`src/frd_pkg.sv`:
```
`timescale 1ns / 1ps

package frd_pkg;

    localparam int BYTE_W    = 8;
    localparam int LEN_W     = 16;
    localparam int STATUS_W  = 32;
    localparam int CFG_IDX_W = 3;
    localparam int CFG_DATA_W = 8;

    localparam int HDR_CNT_W = 3;
    localparam logic [HDR_CNT_W-1:0] HDR_LAST = 3'd7;
    localparam logic [HDR_CNT_W-1:0] HDR_VER  = 3'd0;
    localparam logic [HDR_CNT_W-1:0] HDR_TYPE = 3'd1;
    localparam logic [HDR_CNT_W-1:0] HDR_LEN_HI = 3'd4;
    localparam logic [HDR_CNT_W-1:0] HDR_LEN_LO = 3'd5;
    localparam logic [HDR_CNT_W-1:0] HDR_PAD  = 3'd6;

    localparam int EB_CNT_W = 4;
    localparam int EB_KEEP  = 5;
    localparam int EB_IDX_W = 3;
    localparam logic [EB_IDX_W-1:0] EB_STATUS_IDX = 3'd4;
    localparam logic [LEN_W-1:0] END_BODY_LEN = 16'd8;

    localparam int Q_DEPTH = 2;
    localparam int Q_AW    = $clog2(Q_DEPTH);
    localparam int Q_CW    = $clog2(Q_DEPTH + 1);

    typedef enum logic [2:0] {
        ROUTE_HEADER  = 3'd0,
        ROUTE_STDOUT  = 3'd1,
        ROUTE_STDERR  = 3'd2,
        ROUTE_END     = 3'd3,
        ROUTE_OTHER   = 3'd4,
        ROUTE_PADDING = 3'd5,
        ROUTE_IGNORED = 3'd6
    } t_route;

    typedef enum logic [2:0] {
        ERR_NONE       = 3'd0,
        ERR_VERSION    = 3'd1,
        ERR_TYPE       = 3'd2,
        ERR_END_SIZE   = 3'd3,
        ERR_END_STATUS = 3'd4
    } t_err;

    typedef enum logic [CFG_IDX_W-1:0] {
        CFG_EXPECTED_VERSION = 3'd0,
        CFG_MAX_RECORD_TYPE  = 3'd1,
        CFG_STDOUT_TYPE      = 3'd2,
        CFG_STDERR_TYPE      = 3'd3,
        CFG_END_REQUEST_TYPE = 3'd4,
        CFG_COMPLETE_STATUS  = 3'd5
    } t_cfg_idx;

    typedef struct packed {
        logic [BYTE_W-1:0] expected_version;
        logic [BYTE_W-1:0] max_record_type;
        logic [BYTE_W-1:0] stdout_type_code;
        logic [BYTE_W-1:0] stderr_type_code;
        logic [BYTE_W-1:0] end_request_type_code;
        logic [BYTE_W-1:0] complete_status_code;
    } t_cfg;

    typedef struct packed {
        logic [BYTE_W-1:0]   payload_byte;
        t_route              route;
        logic [BYTE_W-1:0]   record_type;
        logic [LEN_W-1:0]    content_remaining;
        logic                record_done;
        logic [STATUS_W-1:0] exit_status;
        logic                exit_valid;
        t_err                error_code;
    } t_res;

    function automatic t_route content_route(input logic [BYTE_W-1:0] rec_type,
                                             input t_cfg cfg);
        t_route rt;
        if (rec_type == cfg.stdout_type_code) begin
            rt = ROUTE_STDOUT;
        end else if (rec_type == cfg.stderr_type_code) begin
            rt = ROUTE_STDERR;
        end else if (rec_type == cfg.end_request_type_code) begin
            rt = ROUTE_END;
        end else begin
            rt = ROUTE_OTHER;
        end
        return rt;
    endfunction

endpackage

```
`src/frd_byte_if.sv`:
```
`timescale 1ns / 1ps

interface frd_byte_if;
    logic       valid;
    logic       ready;
    logic [7:0] stream_byte;

    modport source (output valid, output stream_byte, input ready);
    modport sink (input valid, input stream_byte, output ready);
endinterface

```
`src/frd_rec_if.sv`:
```
`timescale 1ns / 1ps

interface frd_rec_if;
    logic        valid;
    logic        ready;
    logic [7:0]  payload_byte;
    logic [2:0]  route;
    logic [7:0]  record_type;
    logic [15:0] content_remaining;
    logic        record_done;
    logic [31:0] exit_status;
    logic        exit_valid;
    logic [2:0]  error_code;

    modport source (
        output valid, output payload_byte, output route, output record_type,
        output content_remaining, output record_done, output exit_status,
        output exit_valid, output error_code, input ready
    );
    modport sink (
        input valid, input payload_byte, input route, input record_type,
        input content_remaining, input record_done, input exit_status,
        input exit_valid, input error_code, output ready
    );
endinterface

```
`src/frd_parser.sv`:
```
`timescale 1ns / 1ps

module frd_parser
    import frd_pkg::*;
(
    input  logic              i_clk,
    input  logic              i_rst_n,
    input  t_cfg              i_cfg,
    input  logic              i_valid,
    input  logic [BYTE_W-1:0] i_byte,
    input  logic              i_space,
    output logic              o_push,
    output t_res              o_res
);

    logic [HDR_CNT_W-1:0] r_hdr_cnt, n_hdr_cnt;
    logic                 r_in_hdr, n_in_hdr;
    logic [BYTE_W-1:0]    r_ver, n_ver;
    logic [BYTE_W-1:0]    r_cur_type, n_cur_type;
    logic [LEN_W-1:0]     r_content, n_content;
    logic [BYTE_W-1:0]    r_pad, n_pad;
    logic [BYTE_W-1:0]    r_eb [EB_KEEP];
    logic [BYTE_W-1:0]    n_eb [EB_KEEP];
    logic [EB_CNT_W-1:0]  r_eb_cnt, n_eb_cnt;
    t_err                 r_err, n_err;

    logic                 accept;
    logic [EB_IDX_W-1:0]  eb_idx;
    t_route               hdr_route;
    t_route               cur_route;
    t_res                 res;

    assign accept = i_valid && i_space;
    assign o_push = accept;
    assign o_res  = res;
    assign eb_idx = r_eb_cnt[EB_IDX_W-1:0];
    assign hdr_route = content_route(r_cur_type, i_cfg);
    assign cur_route = content_route(r_cur_type, i_cfg);

    always_comb begin
        n_hdr_cnt  = r_hdr_cnt;
        n_in_hdr   = r_in_hdr;
        n_ver      = r_ver;
        n_cur_type = r_cur_type;
        n_content  = r_content;
        n_pad      = r_pad;
        n_eb       = r_eb;
        n_eb_cnt   = r_eb_cnt;
        n_err      = r_err;

        res.payload_byte      = i_byte;
        res.route             = ROUTE_IGNORED;
        res.record_type       = '0;
        res.content_remaining = '0;
        res.record_done       = 1'b0;
        res.exit_status       = '0;
        res.exit_valid        = 1'b0;

        if (r_err != ERR_NONE) begin
            res.route = ROUTE_IGNORED;
        end else if (r_in_hdr) begin
            res.route = ROUTE_HEADER;
            case (r_hdr_cnt)
                HDR_VER:    n_ver = i_byte;
                HDR_TYPE:   n_cur_type = i_byte;
                HDR_LEN_HI: n_content[LEN_W-1:BYTE_W] = i_byte;
                HDR_LEN_LO: n_content[BYTE_W-1:0] = i_byte;
                HDR_PAD:    n_pad = i_byte;
                default: ;
            endcase
            if (r_hdr_cnt != HDR_LAST) begin
                n_hdr_cnt = r_hdr_cnt + 1'b1;
                if (r_hdr_cnt == HDR_VER) begin
                    res.record_type = '0;
                end else if (r_hdr_cnt == HDR_TYPE) begin
                    res.record_type = i_byte;
                end else begin
                    res.record_type = r_cur_type;
                end
            end else begin
                n_hdr_cnt = '0;
                n_eb_cnt  = '0;
                res.record_type       = r_cur_type;
                res.content_remaining = r_content;
                if (r_ver != i_cfg.expected_version) begin
                    n_err = ERR_VERSION;
                end else if (r_cur_type > i_cfg.max_record_type) begin
                    n_err = ERR_TYPE;
                end else if (hdr_route == ROUTE_END && r_content != END_BODY_LEN) begin
                    n_err = ERR_END_SIZE;
                end
                if (n_err == ERR_NONE) begin
                    if (r_content == '0 && r_pad == '0) begin
                        res.record_done = 1'b1;
                    end else begin
                        n_in_hdr = 1'b0;
                    end
                end
            end
        end else if (r_content != '0) begin
            n_content = r_content - 1'b1;
            res.route             = cur_route;
            res.record_type       = r_cur_type;
            res.content_remaining = n_content;
            if (cur_route == ROUTE_END) begin
                if (eb_idx < EB_IDX_W'(EB_KEEP)) begin
                    n_eb[eb_idx] = i_byte;
                end
                n_eb_cnt = r_eb_cnt + 1'b1;
                if (n_content == '0) begin
                    n_eb_cnt = '0;
                    if (n_eb[EB_STATUS_IDX] != i_cfg.complete_status_code) begin
                        n_err = ERR_END_STATUS;
                    end else begin
                        res.exit_status = {n_eb[0], n_eb[1], n_eb[2], n_eb[3]};
                        res.exit_valid  = 1'b1;
                    end
                end
            end
            if (n_err == ERR_NONE && n_content == '0 && r_pad == '0) begin
                res.record_done = 1'b1;
                n_in_hdr = 1'b1;
            end
        end else begin
            res.route       = ROUTE_PADDING;
            res.record_type = r_cur_type;
            if (r_pad != '0) begin
                n_pad = r_pad - 1'b1;
            end
            if (n_pad == '0) begin
                res.record_done = 1'b1;
                n_in_hdr = 1'b1;
            end
        end

        res.error_code = n_err;
    end

    always_ff @(posedge i_clk) begin
        if (!i_rst_n) begin
            r_hdr_cnt  <= '0;
            r_in_hdr   <= 1'b1;
            r_cur_type <= '0;
            r_content  <= '0;
            r_pad      <= '0;
            r_eb_cnt   <= '0;
            r_err      <= ERR_NONE;
        end else if (accept) begin
            r_hdr_cnt  <= n_hdr_cnt;
            r_in_hdr   <= n_in_hdr;
            r_cur_type <= n_cur_type;
            r_content  <= n_content;
            r_pad      <= n_pad;
            r_eb_cnt   <= n_eb_cnt;
            r_err      <= n_err;
        end
    end

    always_ff @(posedge i_clk) begin
        if (accept) begin
            r_ver <= n_ver;
            r_eb  <= n_eb;
        end
    end

endmodule

```
`src/frd_queue.sv`:
```
`timescale 1ns / 1ps

module frd_queue
    import frd_pkg::*;
(
    input  logic i_clk,
    input  logic i_rst_n,
    input  logic i_push,
    input  t_res i_res,
    output logic o_space,
    output logic o_valid,
    input  logic i_ready,
    output t_res o_res
);

    t_res            r_mem [Q_DEPTH];
    logic [Q_AW-1:0] r_wptr, n_wptr;
    logic [Q_AW-1:0] r_rptr, n_rptr;
    logic [Q_CW-1:0] r_cnt, n_cnt;
    logic            pop;

    assign o_valid = (r_cnt != '0);
    assign o_space = (r_cnt != Q_CW'(Q_DEPTH));
    assign o_res   = r_mem[r_rptr];
    assign pop     = o_valid && i_ready;

    always_comb begin
        n_wptr = r_wptr;
        n_rptr = r_rptr;
        n_cnt  = r_cnt;
        if (i_push) begin
            n_wptr = (r_wptr == Q_AW'(Q_DEPTH - 1)) ? '0 : r_wptr + 1'b1;
        end
        if (pop) begin
            n_rptr = (r_rptr == Q_AW'(Q_DEPTH - 1)) ? '0 : r_rptr + 1'b1;
        end
        if (i_push && !pop) begin
            n_cnt = r_cnt + 1'b1;
        end else if (pop && !i_push) begin
            n_cnt = r_cnt - 1'b1;
        end
    end

    always_ff @(posedge i_clk) begin
        if (!i_rst_n) begin
            r_wptr <= '0;
            r_rptr <= '0;
            r_cnt  <= '0;
        end else begin
            r_wptr <= n_wptr;
            r_rptr <= n_rptr;
            r_cnt  <= n_cnt;
        end
    end

    always_ff @(posedge i_clk) begin
        if (i_push) begin
            r_mem[r_wptr] <= i_res;
        end
    end

endmodule

```
`src/fastcgi_record_deframer.sv`:
```
// Record deframer for the server-to-web direction of a FastCGI byte stream.
// Bytes enter on i_in, one per transaction, and every byte leaves as exactly
// one transaction on o_out carrying the byte, its route, the record type,
// the content bytes still to come, the end-of-record flag, the exit status
// of a completed end-request body and the sticky error code.
// A parser classifies each accepted byte in the cycle it arrives and writes
// the result into a two-entry queue that drives o_out, so a result is
// offered the cycle after its byte is accepted and one byte per cycle is
// sustained while the receiver takes results every cycle. When the receiver
// stalls, the queue fills and i_in.ready falls after two pending results;
// it rises again the cycle after a result is taken. Six 8-bit registers are
// written through i_cfg_we, i_cfg_idx and i_cfg_data; the user must do so
// only while the block is idle, unenforced by the block; other indexes
// are ignored. Synchronous reset restores the register defaults, empties
// the queue, waits for a record header and clears the sticky error. After
// an error every byte is passed through with the ignored route until reset.
`timescale 1ns / 1ps

module fastcgi_record_deframer
    import frd_pkg::*;
(
    input  logic                  i_clk,
    input  logic                  i_rst_n,
    frd_byte_if.sink              i_in,
    frd_rec_if.source             o_out,
    input  logic                  i_cfg_we,
    input  logic [CFG_IDX_W-1:0]  i_cfg_idx,
    input  logic [CFG_DATA_W-1:0] i_cfg_data
);

    t_cfg r_cfg;
    logic push;
    logic space;
    t_res push_res;
    t_res head_res;

    always_ff @(posedge i_clk) begin
        if (!i_rst_n) begin
            r_cfg.expected_version      <= 8'd1;
            r_cfg.max_record_type       <= 8'd11;
            r_cfg.stdout_type_code      <= 8'd6;
            r_cfg.stderr_type_code      <= 8'd7;
            r_cfg.end_request_type_code <= 8'd3;
            r_cfg.complete_status_code  <= 8'd0;
        end else if (i_cfg_we) begin
            case (i_cfg_idx)
                CFG_EXPECTED_VERSION: r_cfg.expected_version <= i_cfg_data;
                CFG_MAX_RECORD_TYPE:  r_cfg.max_record_type <= i_cfg_data;
                CFG_STDOUT_TYPE:      r_cfg.stdout_type_code <= i_cfg_data;
                CFG_STDERR_TYPE:      r_cfg.stderr_type_code <= i_cfg_data;
                CFG_END_REQUEST_TYPE: r_cfg.end_request_type_code <= i_cfg_data;
                CFG_COMPLETE_STATUS:  r_cfg.complete_status_code <= i_cfg_data;
                default: ;
            endcase
        end
    end

    assign i_in.ready = space;

    frd_parser u_parser (
        .i_clk   (i_clk),
        .i_rst_n (i_rst_n),
        .i_cfg   (r_cfg),
        .i_valid (i_in.valid),
        .i_byte  (i_in.stream_byte),
        .i_space (space),
        .o_push  (push),
        .o_res   (push_res)
    );

    frd_queue u_queue (
        .i_clk   (i_clk),
        .i_rst_n (i_rst_n),
        .i_push  (push),
        .i_res   (push_res),
        .o_space (space),
        .o_valid (o_out.valid),
        .i_ready (o_out.ready),
        .o_res   (head_res)
    );

    assign o_out.payload_byte      = head_res.payload_byte;
    assign o_out.route             = head_res.route;
    assign o_out.record_type       = head_res.record_type;
    assign o_out.content_remaining = head_res.content_remaining;
    assign o_out.record_done       = head_res.record_done;
    assign o_out.exit_status       = head_res.exit_status;
    assign o_out.exit_valid        = head_res.exit_valid;
    assign o_out.error_code        = head_res.error_code;

endmodule
```
`src/flat_wrapper.sv`:
```
// flat-port wrapper written by rule: the top's interface ports become plain ports
module fastcgi_record_deframer_flat import frd_pkg::*;
  (i_clk, i_rst_n, i_cfg_we, i_cfg_idx, i_cfg_data, i_in_valid, i_in_stream_byte, i_in_ready, o_out_valid, o_out_payload_byte, o_out_route, o_out_record_type, o_out_content_remaining, o_out_record_done, o_out_exit_status, o_out_exit_valid, o_out_error_code, o_out_ready);
  frd_byte_if i_in_i ();
  frd_rec_if o_out_i ();
  input  logic i_clk;
  input  logic i_rst_n;
  input  logic i_cfg_we;
  input  logic [CFG_IDX_W-1:0] i_cfg_idx;
  input  logic [CFG_DATA_W-1:0] i_cfg_data;
  input wire logic [$bits(i_in_i.valid)-1:0] i_in_valid;
  input wire logic [$bits(i_in_i.stream_byte)-1:0] i_in_stream_byte;
  output wire logic [$bits(i_in_i.ready)-1:0] i_in_ready;
  output wire logic [$bits(o_out_i.valid)-1:0] o_out_valid;
  output wire logic [$bits(o_out_i.payload_byte)-1:0] o_out_payload_byte;
  output wire logic [$bits(o_out_i.route)-1:0] o_out_route;
  output wire logic [$bits(o_out_i.record_type)-1:0] o_out_record_type;
  output wire logic [$bits(o_out_i.content_remaining)-1:0] o_out_content_remaining;
  output wire logic [$bits(o_out_i.record_done)-1:0] o_out_record_done;
  output wire logic [$bits(o_out_i.exit_status)-1:0] o_out_exit_status;
  output wire logic [$bits(o_out_i.exit_valid)-1:0] o_out_exit_valid;
  output wire logic [$bits(o_out_i.error_code)-1:0] o_out_error_code;
  input wire logic [$bits(o_out_i.ready)-1:0] o_out_ready;
  assign i_in_i.valid = i_in_valid;
  assign i_in_i.stream_byte = i_in_stream_byte;
  assign i_in_ready = i_in_i.ready;
  assign o_out_valid = o_out_i.valid;
  assign o_out_payload_byte = o_out_i.payload_byte;
  assign o_out_route = o_out_i.route;
  assign o_out_record_type = o_out_i.record_type;
  assign o_out_content_remaining = o_out_i.content_remaining;
  assign o_out_record_done = o_out_i.record_done;
  assign o_out_exit_status = o_out_i.exit_status;
  assign o_out_exit_valid = o_out_i.exit_valid;
  assign o_out_error_code = o_out_i.error_code;
  assign o_out_i.ready = o_out_ready;
  fastcgi_record_deframer u_core (.i_clk(i_clk), .i_rst_n(i_rst_n), .i_in(i_in_i), .o_out(o_out_i), .i_cfg_we(i_cfg_we), .i_cfg_idx(i_cfg_idx), .i_cfg_data(i_cfg_data));
endmodule
```
`config.mk`:
```
export PLATFORM = sky130hd
export DESIGN_NAME = fastcgi_record_deframer_flat
export DESIGN_NICKNAME = d
export VERILOG_FILES = /design/src/frd_pkg.sv /design/src/frd_byte_if.sv /design/src/frd_rec_if.sv /design/src/frd_parser.sv /design/src/frd_queue.sv /design/src/fastcgi_record_deframer.sv /design/src/flat_wrapper.sv
export SDC_FILE = /design/constraint.sdc
export NUM_CORES = 1
export LEC_CHECK = 0
export ABC_AREA = 1
export BUFFER_PORTS_ARGS = -buffer_cell sky130_fd_sc_hd__buf_2
export CORE_MARGIN = 10
export CORE_UTILIZATION = 40
export DETAILED_ROUTE_END_ITERATION = 10
export SYNTH_ARGS = -nofsm -noshare
export SYNTH_HDL_FRONTEND = slang
export SYNTH_SLANG_ARGS = --single-unit
```
`constraint.sdc`:
```
create_clock -name i_clk -period 4.06 [get_ports i_clk]
set_input_delay 0 -clock i_clk [delete_from_list [all_inputs] [get_ports i_clk]]
set_output_delay 0 -clock i_clk [all_outputs]
set_load 0.03 [all_outputs]
```
# Yosys cells after proc, flatten, opt, wreduce, memory -nomap -nowiden
# Memories as Yosys holds them, arrays and structs flattened. A register that Yosys moved wholly into a read port is not among the register bits.
# Cells that the tools add are included.
dict set report totals {
  reg_bits 143
  mem_bits_rw 144
  input_bits 24
  out_inout_bits 74
  elab_cells 176
  memories 1
}
dict set report op_classes {
  addsub 8
  magnitude_cmp 4
  eq_ne 23
  mux 74
  n_bitwise 3
  n_reduce_logical 40
}
# memory words width rd rd_clocked_by_memory_dff write_ports line
set mem_list {}
lappend mem_list {u_core.u_queue.r_mem 2 72 1 1 1 frd_queue.sv:16} ;# t_res r_mem [Q_DEPTH];
# op n
set op_table {}
lappend op_table {{$mux 40} 5}
lappend op_table {{$mux 33} 5}
lappend op_table {{$mux 8} 13}
lappend op_table {{$mux 3} 21}
lappend op_table {{$mux 58} 1}
lappend op_table {{$mux 16} 3}
lappend op_table {{$bwmux 40} 1}
lappend op_table {{$logic_not 16->1} 2}
lappend op_table {{$mux 28} 1}
lappend op_table {{$demux 8 s3} 1}
lappend op_table {{$eq 8x8->1} 3}
lappend op_table {{$mux 4} 5}
lappend op_table {{$mux 17} 1}
lappend op_table {{$logic_not 8->1} 2}
lappend op_table {{$ne 16x4->1 const B} 1}
lappend op_table {{$ne 8x8->1} 2}
lappend op_table {{$reduce_and 4->1} 4}
lappend op_table {{$reduce_bool 16->1} 1}
lappend op_table {{$sub 16x1->16 const B} 1}
lappend op_table {{$eq 3x3->1 const B} 5}
lappend op_table {{$mux 1} 14}
lappend op_table {{$reduce_and 2->1} 7}
lappend op_table {{$logic_not 3->1} 4}
lappend op_table {{$mux 11} 1}
lappend op_table {{other kinds (25)} 48}

# Longest topological paths before layout
dict set report depth {
  depth_word 25
  mapped_depth 16
  depth_no_buf 16
}

# By module
# Synthesis repeated with hierarchy kept, for this count alone.
dict set report hier_totals {
  cells_unflattened 1506
  hier_area_um2 14137.3
}
# mod instances cells_per_inst area_each_um2 seq_area_each_um2
set modules_own_cells {}
lappend modules_own_cells {frd_parser 1 972 6443.7 2282.2}
lappend modules_own_cells {frd_queue 1 260 5784.3 4424.2}
lappend modules_own_cells {fastcgi_record_deframer 1 274 1909.3 960.9}

# Worst setup path after synthesis
# OpenSTA, ideal clock, no wires.
dict set report synth_timing {
  kind {register to register}
  startpoint {register u_core.u_queue.r_cnt[0]}
  endpoint {memory u_core.u_queue.r_mem[1][0] (netlist name), enable pin}
  setup_time_ns 0.504
  arrival_ns 3.935
  required_time_ns 3.556
  setup_slack_ns -0.380
  path_stages_with_launch 5
  path_buffers 0
  period_less_slack_ns 4.440
  cell_sequence {dfxtp_1 -> inv_1 -> nand2_1 -> nand2_1 -> nor2_1}
}
dict set report synth_via {
  elab_chain_cells 4
}
# item line
set synth_rtl {}
lappend synth_rtl {{from (decl)} frd_queue.sv:19} ;# logic [Q_CW-1:0] r_cnt, n_cnt;
lappend synth_rtl {{from (signal assigned)} frd_queue.sv:52} ;# r_cnt <= n_cnt;
lappend synth_rtl {{$ne 2x2->1} frd_queue.sv:23} ;# assign o_space = (r_cnt != Q_CW'(Q_DEPTH));
lappend synth_rtl {{named net i_in_ready} flat_wrapper.sv:13} ;# output wire logic [$bits(i_in_i.ready)-1:0] i_in_ready;
lappend synth_rtl {{$logic_and 1x1->1} frd_parser.sv:33} ;# assign accept = i_valid && i_space;
lappend synth_rtl {{$mux 1} frd_queue.sv:57} ;# if (i_push) begin
lappend synth_rtl {{$mux 1 (implied by the code)} frd_queue.sv:58} ;# r_mem[r_wptr] <= i_res;
lappend synth_rtl {{to (decl)} frd_queue.sv:16}
# The timed path passes the listed nets, and every way through them passes these cells.

==> key figures <==
Power
  – Net Sw Frac: 34.0%
  – Worst IR Drop VDD: 0.363 mV
  – Int Pwr: 5.81 mW
  – Sw Pwr: 2.99 mW
  – PwrDens: 565 nW/um^2
  – Static Leak: 6.47 nW
  – Logic pwr share: 26.3%
  – Sequential cell fraction of total power: 42.0%
  – Clock power share: 31.7%

Layout
  – Most frequent cells in the layout: nand2_1, edfxtp_1, inv_1, nor2_1, o21ai_0
  – Share of cells above drive strength 1: 16.3%
  – Final net count: 1584
  – Most common cell after layout, fill and taps aside: nand2_1
  – Util after Layout: 47.7%
  – Antenna Cells: 0
  – Layout area overhead: 16.8%

Timing
  – Worst Max-Slew Pin Slew: 1100 ps
  – Slew Limit Fails: 0
  – Rel. slew slack: 27.0%
  – F_max: 388 MHz
  – Final Hold Fails: 0
  – Final period util: 63.4%
  – Setup TNS: 0 ps
  – RSZ-0062 raised after global routing: no
  – Final min period: 2570 ps
  – Skew final: 19.6 ps
  – Endpoints failing setup: 0

Clock tree
  – Post-CTS Setup Inserts: 0
  – Root Buffer: clkbuf_16
  – Clk Latency, worst-skew pair: 520 ps
  – H-tree depth: 2
  – CTS tree: done
  – TritonCTS Buffers: 34
  – Reg clk slew, reported paths: 60 ps
  – CTS resizes: 0
  – Clock buffer depth: 3
  – CTS Sinks: 287
  – Hold_buf cts: 23

Placement
  – Final HPWL DP: 23500 um
  – Routability cong.: 0.932
  – IO buf count: 97

Global route
  – Largest net degree at the start of global routing: 78
  – First-pass GRT wire length: 56200 um
  – GRT Util Overall: 17.1%
  – Total grt overflow: 0
  – Number of global-route vias before repair: 9905
  – Initial antenna violation count: 0

Floorplanning
  – Row count: 66
  – Top Ports: 98
  – Initial Util: 40.8%
  – Die height: 203 um
  – Core area: 32700 sq um
  – Die X: 203 um
  – Full die area: 41100 sq um

Worst setup path
  – Slowest stage delay, CP: 340 ps
  – Worst Path Buf+Inv: 1
  – Kind of critical path: flop to flop
  – Worst path top cell family by delay: simple AND/OR/NAND/NOR gates
  – Crit. End Element: flop
  – Slowest CP cell: dfxtp_1
  – Req. time, crit path: 4310 ps
  – Critical path, cell by cell: inv_1 > ha_1 > nand4_1 > o21ai_0 > nand2_1 > nor2_1 > nand3_1 > nor2_2 > nand2_1 > nand2_1 > nand3_1 > nand2_1 > nand2_1
  – Crit-path max FO: 5
  – Critical Path Most Common Cell: nand2_1
  – Critical Path Start Type: flop
  – Critical Path AT: 2830 ps

Yosys
  – Syn nets: 1460
  – Synth cell types: 40
  – YS warnings: 0
  – Synth area leader: edfxtp_1
  – Post-synthesis instance area: 13300 sq um
  – Syn Inst Count: 1417
  – Post-synthesis sequential area ratio: 57.4%
  – Syn avg cell area: 9.42 sq um
  – Synth top area cells: edfxtp_1, dfxtp_1, nand2_1
  – Register bit total from synthesis: 287
  – Share of the synthesized area in the top cell type: 43.2%

Routing
  – Final antenna-violating net count: 0
  – Number of DRC markers in iteration 0: 861
  – First drt pass iteration count: 7
  – Final wirelength: 35500 um
  – Vias after detailed routing: 10153
  – Via density: 5.06
  – Drt drc: 0
  – Per-cell routed wire length: 17.7 um

Worst hold path
  – Hold WC Path Type: input pin to flop

Status
  – Status: finished clean

Job
  – Max Cap Viol: 0
[logic make-up after synthesis]
logic type               Yosys count  share of synthesized area (%)
adder cells (fa/ha/maj)           19                           1.78
AO/OA/AOI/OAI                    234                           9.25
XOR/XNOR                          26                           1.71
multiplexers                      72                           6.07
AND/OR/NAND/NOR                  553                           17.2
buffers and inverters            226                           6.51
flip-flops                       287                           57.4
[cell usage after synthesis, drive strengths merged]
library cell	n
or2	3
nand4	6
ha	19
dfxtp	95
o22ai	1
clkinv	2
nor2	180
edfxtp	192
a21oi	91
a31oi	11
nand2	277
nand3	59
o21a	2
buf	12
nor3	18
a211oi	10
mux2	72
nor3b	4
xnor2	14
inv	178
nand3b	3
xor2	12
o21ai	113
and2	2
and3	1
clkbuf	34
o211ai	6
[stage by stage]
stage	total power [mW]	instances	hold slack, ps	worst slack [ps]	instance area, sq um
6_report	8.81	2008	85.0	1490	15600
5_1_grt	9.25	2008	139	1200	15600
4_1_cts	8.92	2008	66.5	1510	15600
3_5_place_dp	6.08	1924	340	1530	14300
3_3_place_gp	6.07	1924	337	1590	14300
2_1_floorplan	5.31	1417	98.9	830	13400
[layout make-up]
cell class                      count  area (sq um)
Fill cell                        3051         17100
Sequential cell                   287          7670
Multi-Input combinational cell    904          4840
Clock buffer                       44           908
Timing Repair Buffer              134           833
Inverter                          180           678
Tap cell                          442           553
Clock inverter                     17           110
[layer usage]
metal	vias up	global-route usage, %	routed length (um)
met5	-	0	0
met4	0	5.62	996
met3	64	3.49	2210
li1	4999	-	-
met1	4784	23.0	16500
met2	306	26.9	15800
[power by group through the flow]
stage,combinational [mW],sequential (mW),clock [mW]
CTS,2.34,3.71,2.87
floorplan,1.70,3.61,0
detailed placement,2.31,3.77,0
global route,2.53,3.74,2.99
global placement,2.32,3.75,0
finish,2.32,3.70,2.79
[flip-flops by register name, summed over array words and instances (netlist names), 2 cells and up, named ones only]
| register | flops |
|---|---|
| u_core.r_cfg | 48 |
| u_core.u_parser.r_content | 16 |
| u_core.u_parser.r_cur_type | 8 |
| u_core.u_parser.r_eb | 40 |
| u_core.u_parser.r_eb_cnt | 3 |
| u_core.u_parser.r_err | 3 |
| u_core.u_parser.r_hdr_cnt | 3 |
| u_core.u_parser.r_pad | 8 |
| u_core.u_parser.r_ver | 8 |
| u_core.u_queue.r_cnt | 2 |
| u_core.u_queue.r_mem | 144 |
[worst min-delay path: stages]
cell and delay, ps:
buf_2 100, inv_1 40, nor2_1 40, inv_1 100
nor2_1 120, o211ai_1 150
[final timing paths]
| path | start | to | slack [ps] | depth (start not counted) |
|---|---|---|---|---|
| worst min-delay path | i_cfg_we | u_core.r_cfg[35] | 80 | 6 |
| worst max register to register | u_core.u_parser.r_content[0] | u_core.u_queue.r_mem[0][0] | 1490 | 13 |
| worst min register to register | u_core.r_cfg[37] | u_core.r_cfg[37] | 460 | 2 |
| worst max-delay path | u_core.u_parser.r_content[0] | u_core.u_queue.r_mem[0][0] | 1490 | 13 |
Note: power is estimated with default switching activity, not from simulation.
